File: config.mk
export PLATFORM = sky130hd
export DESIGN_NAME = mma_ctrl
export DESIGN_NICKNAME = d
export VERILOG_FILES = /design/src/mma_pkg.sv /design/src/mma_ctrl.sv
export SDC_FILE = /design/constraint.sdc
export NUM_CORES = 1
export LEC_CHECK = 0
export ABC_AREA = 1
export BUFFER_PORTS_ARGS = -buffer_cell sky130_fd_sc_hd__buf_4
export CAP_MARGIN = 25
export CORE_AREA = 4 4 41 43
export DETAILED_ROUTE_END_ITERATION = 16
export DIE_AREA = 0 0 45 47
export HOLD_SLACK_MARGIN = 0.12
export PLACE_DENSITY = 0.43
export SYNTH_ARGS = -nofsm -noshare
export SYNTH_HDL_FRONTEND = slang
export SYNTH_SLANG_ARGS = --single-unit
export TNS_END_PERCENT = 5
File: constraint.sdc
create_clock -name clock -period 0.9 [get_ports clock]
set_input_delay 0.09 -clock clock [delete_from_list [all_inputs] [get_ports clock]]
set_output_delay 0.09 -clock clock [all_outputs]
set_load 0.01 [all_outputs]
File: src/mma_pkg.sv
// Shared constants and controller/datapath handshake types for the moving average block.
`default_nettype none
package mma_pkg;

   localparam int SAMPLE_W  = 32;
   localparam int CHANNEL_W = 3;
   localparam int WINDOW_W  = 7;
   localparam int USED_W    = 7;

   typedef struct packed {
      logic accept;
      logic mem_read;
      logic update;
      logic div_start;
      logic out_load;
   } mma_cmd_type;

   typedef struct packed {
      logic div_busy;
      logic out_free;
   } mma_status_type;

endpackage
`default_nettype wire

File: src/mma_ctrl.sv
// Controller state machine sequencing one sample through read, update, divide and output.
`default_nettype none
module mma_ctrl
   import mma_pkg::*;
(
   input  wire logic            clock,
   input  wire logic            reset,
   input  wire logic            req_valid,
   output logic                 req_ready,
   input  wire mma_status_type  status,
   output mma_cmd_type          cmd
);

   localparam logic [2:0] S_IDLE  = 3'd0;
   localparam logic [2:0] S_READ  = 3'd1;
   localparam logic [2:0] S_UPD   = 3'd2;
   localparam logic [2:0] S_START = 3'd3;
   localparam logic [2:0] S_DIV   = 3'd4;
   localparam logic [2:0] S_OUT   = 3'd5;

   logic [2:0] state_ff;
   logic [2:0] state_in;

   assign req_ready = (state_ff == S_IDLE);

   always_comb begin
      state_in      = state_ff;
      cmd           = '0;
      case (state_ff)
         S_IDLE: begin
            if (req_valid) begin
               cmd.accept = 1'b1;
               state_in   = S_READ;
            end
         end
         S_READ: begin
            cmd.mem_read = 1'b1;
            state_in     = S_UPD;
         end
         S_UPD: begin
            cmd.update = 1'b1;
            state_in   = S_START;
         end
         S_START: begin
            cmd.div_start = 1'b1;
            state_in      = S_DIV;
         end
         S_DIV: begin
            if (!status.div_busy) begin
               state_in = S_OUT;
            end
         end
         S_OUT: begin
            if (status.out_free) begin
               cmd.out_load = 1'b1;
               state_in     = S_IDLE;
            end
         end
         default: begin
            state_in = S_IDLE;
         end
      endcase
   end

   always_ff @(posedge clock) begin
      if (reset) begin
         state_ff <= S_IDLE;
      end else begin
         state_ff <= state_in;
      end
   end

   a_accept_idle: assert property (@(posedge clock) disable iff (reset)
      cmd.accept |=> (state_ff == S_READ))
      else $error("accepted beat did not start a read");

   a_out_only_free: assert property (@(posedge clock) disable iff (reset)
      cmd.out_load |-> (status.out_free && !req_ready))
      else $error("result loaded while output slot busy");

   a_div_follows_start: assert property (@(posedge clock) disable iff (reset)
      cmd.div_start |=> (state_ff == S_DIV))
      else $error("divide not entered after start");

endmodule
`default_nettype wire

==> qor.yml <==
outcome: "finished, violations left"
violations: "setup timing"
vias_per_cell: 4.12
regArea_sq_um: 71.3
worstHoldPathCells: 4
synth-xor-area-share: 0
synth_adder_area_share: 0
nets: 60
wl_um: 669
synth_cell_types: 13
ioPinCount: 11
seq_area_frac_synth: 0.277
critical_path_buf_inv_count: 1
peakVddDrop_uv: 1030
fin_ws_ps: -206
arrival_ps: 1020
tritoncts: "done"
setup_viol: 8
startpoint_type: "flip-flop"
critPathSlowestCell: "dfxtp_4"
syn_nets: 40
path_cells: "nor2_4 > nand2_1 > nor2_1 > buf_4"
syn_area_sq_um: 216
grt_pass1_vias: 256
path_class: "flip-flop to output pin"
totalPowerFinal_mw: 1.50
fin_crit_sh: 1.23
end_kind: "output pin"
ant_nets: 0
yosys.area_share.simple: 0.538
vias: 284
ff2ff_path_depth: 6
grt_overflow_total: 0
grt_max_degree: 7
placed_cell_area_sq_um: 340
dpl_worst_slack_ps: -113
holdWs_ps: 176
ys_seq_elements: 3
die-height_um: 47
syn_to_final_growth_pct: 100
dpl.hpwl_um: 454
firstDrtPassIters: 3
grt_pass1_wl_um: 1060
postLayoutCellArea_sq_um: 433
mostFrequentLayoutCells: "buf_4 (12), nand2_1 (9), inv_1 (6)"
instances_no_fill: 69
worst-path-stages: 4
final_hold_viol_count: 0
clock.fmax_mhz: 904
largest_reg_flops: 3
drive_gt1_frac: 0.537
synth_compound_area_frac: 0.0462
drv_slew: 0
worst_slew_pin_slew_ps: 178
drtIter0Drc: 4
syn_avg_cell_area_sq_um: 6.18
power_density_nw_per_um2: 3460
io_buffers: 10
skew_ps: 5.33
cap_viol_max_count: 0
clock_latency_ps: 230
h-tree-depth: 1
placeableCoreArea_sq_um: 1300
yosysWarnings: 0
wl_per_cell_um: 9.70
clkTransAtPathRegs_ps: 30
slowest_delay_ps: 360
hold_path_class: "primary input to flip-flop"
crit_required_ps: 810
synth_top_family_by_area: "simple AND/OR/NAND/NOR gates"
diodes: 0
antenna_found_initial: 0
muxShareOfSynthArea: 0
cts_max_path_buffers: 2
largest-register: "state_ff"
rsz0062_at_grt: "yes"
fin_crit_ps: 1110
reg_top3: "state_ff: 3 flops"
die-area_sq_um: 2120
slew_headroom: 0.880
grt_usage: 0.0718
clock_sinks: 3
p_leak_nw: 0.222
drc_errors: 0
place_congestion: 0.738
dp.cells: 62
cts-root-buf: "clkbuf_4"
final_common_cell: "buf_4"
rows: 13
numCtsBuffers: 3
die_w_um: 45
multi_input_area_sq_um: 159
path_max_fanout: 5
start_util: 0.166
synthCells: 35
crit_family: "flip-flops"
fillers: 162
## worst reg2reg max path, stage by stage, from the launching register on
cell and delay [ps]:
dfxtp_4 360, nor2_4 140, buf_6 130, nand3_2 70, nand4_1 100, nand2_1 70
nor2_2 80
## worst paths after layout
| kind | endpoint | from | slack [ps] |
|---|---|---|---|
| worst max-delay path | cmd[4] | state_ff[0] | -210 |
| worst min-delay path | state_ff[0] | status[1] | 180 |
| worst max register to register | state_ff[0] | state_ff[0] | -120 |
| worst min register to register | state_ff[1] | state_ff[2] | 580 |
## power breakdown
part	switching [mW]	internal, mW
Clock	0.0734	0.166
Combinational	0.464	0.445
Sequential	0.122	0.229
Total	0.659	0.840
## kinds of logic (layout without fill, tap and decap cells)
kind of cell / count (synthesis) / count (layout)
buf+inv: 8 / 27
compound gates: 2 / 2
simple gates: 22 / 22
flops: 3 / 3
## stage by stage
stage,setup TNS (ps),util
after floorplan,-37.6,-
after global placement,-621,0.262
after detailed placement,-553,0.262
after CTS,-1290,0.322
after global routing,-1740,0.333
final,-1240,0.333
## Yosys cell counts (all sizes together)
| cell | n | area (sq um) |
|---|---|---|
| nand2 | 9 | 33.8 |
| inv | 8 | 30.0 |
| nor2 | 5 | 28.8 |
| dfxtp | 3 | 60.1 |
| nor3 | 3 | 15.0 |
| nand3 | 2 | 20.0 |
| nand4 | 2 | 12.5 |
| a21oi | 1 | 5.00 |
| nor4 | 1 | 6.26 |
| o21ai | 1 | 5.00 |
## cell type report
cell class,count,share of cell area
Tap cell,15,0.0434
Inverter,8,0.0809
Sequential cell,3,0.165
Clock buffer,4,0.0607
Timing Repair Buffer,15,0.283
Multi-Input combinational cell,24,0.367
## what timing repair did
item	CTS	global route
resized for setup	11	3
hold endpoints to repair	2	0
hold buffers	1	0
endpoints found under the setup margin	8	8
pin swaps	2	3
setup buffers	2	0
gates cloned	0	0
## routing by layer
metal	track usage	vias up	part of all wire
met3	0.0307	2	0.090
met1	0.0726	126	0.39
met2	0.119	7	0.49
li1	-	149	-
met4	0.0526	0	0.021
met5	0	-	0
(Power assumes the default switching activity.)
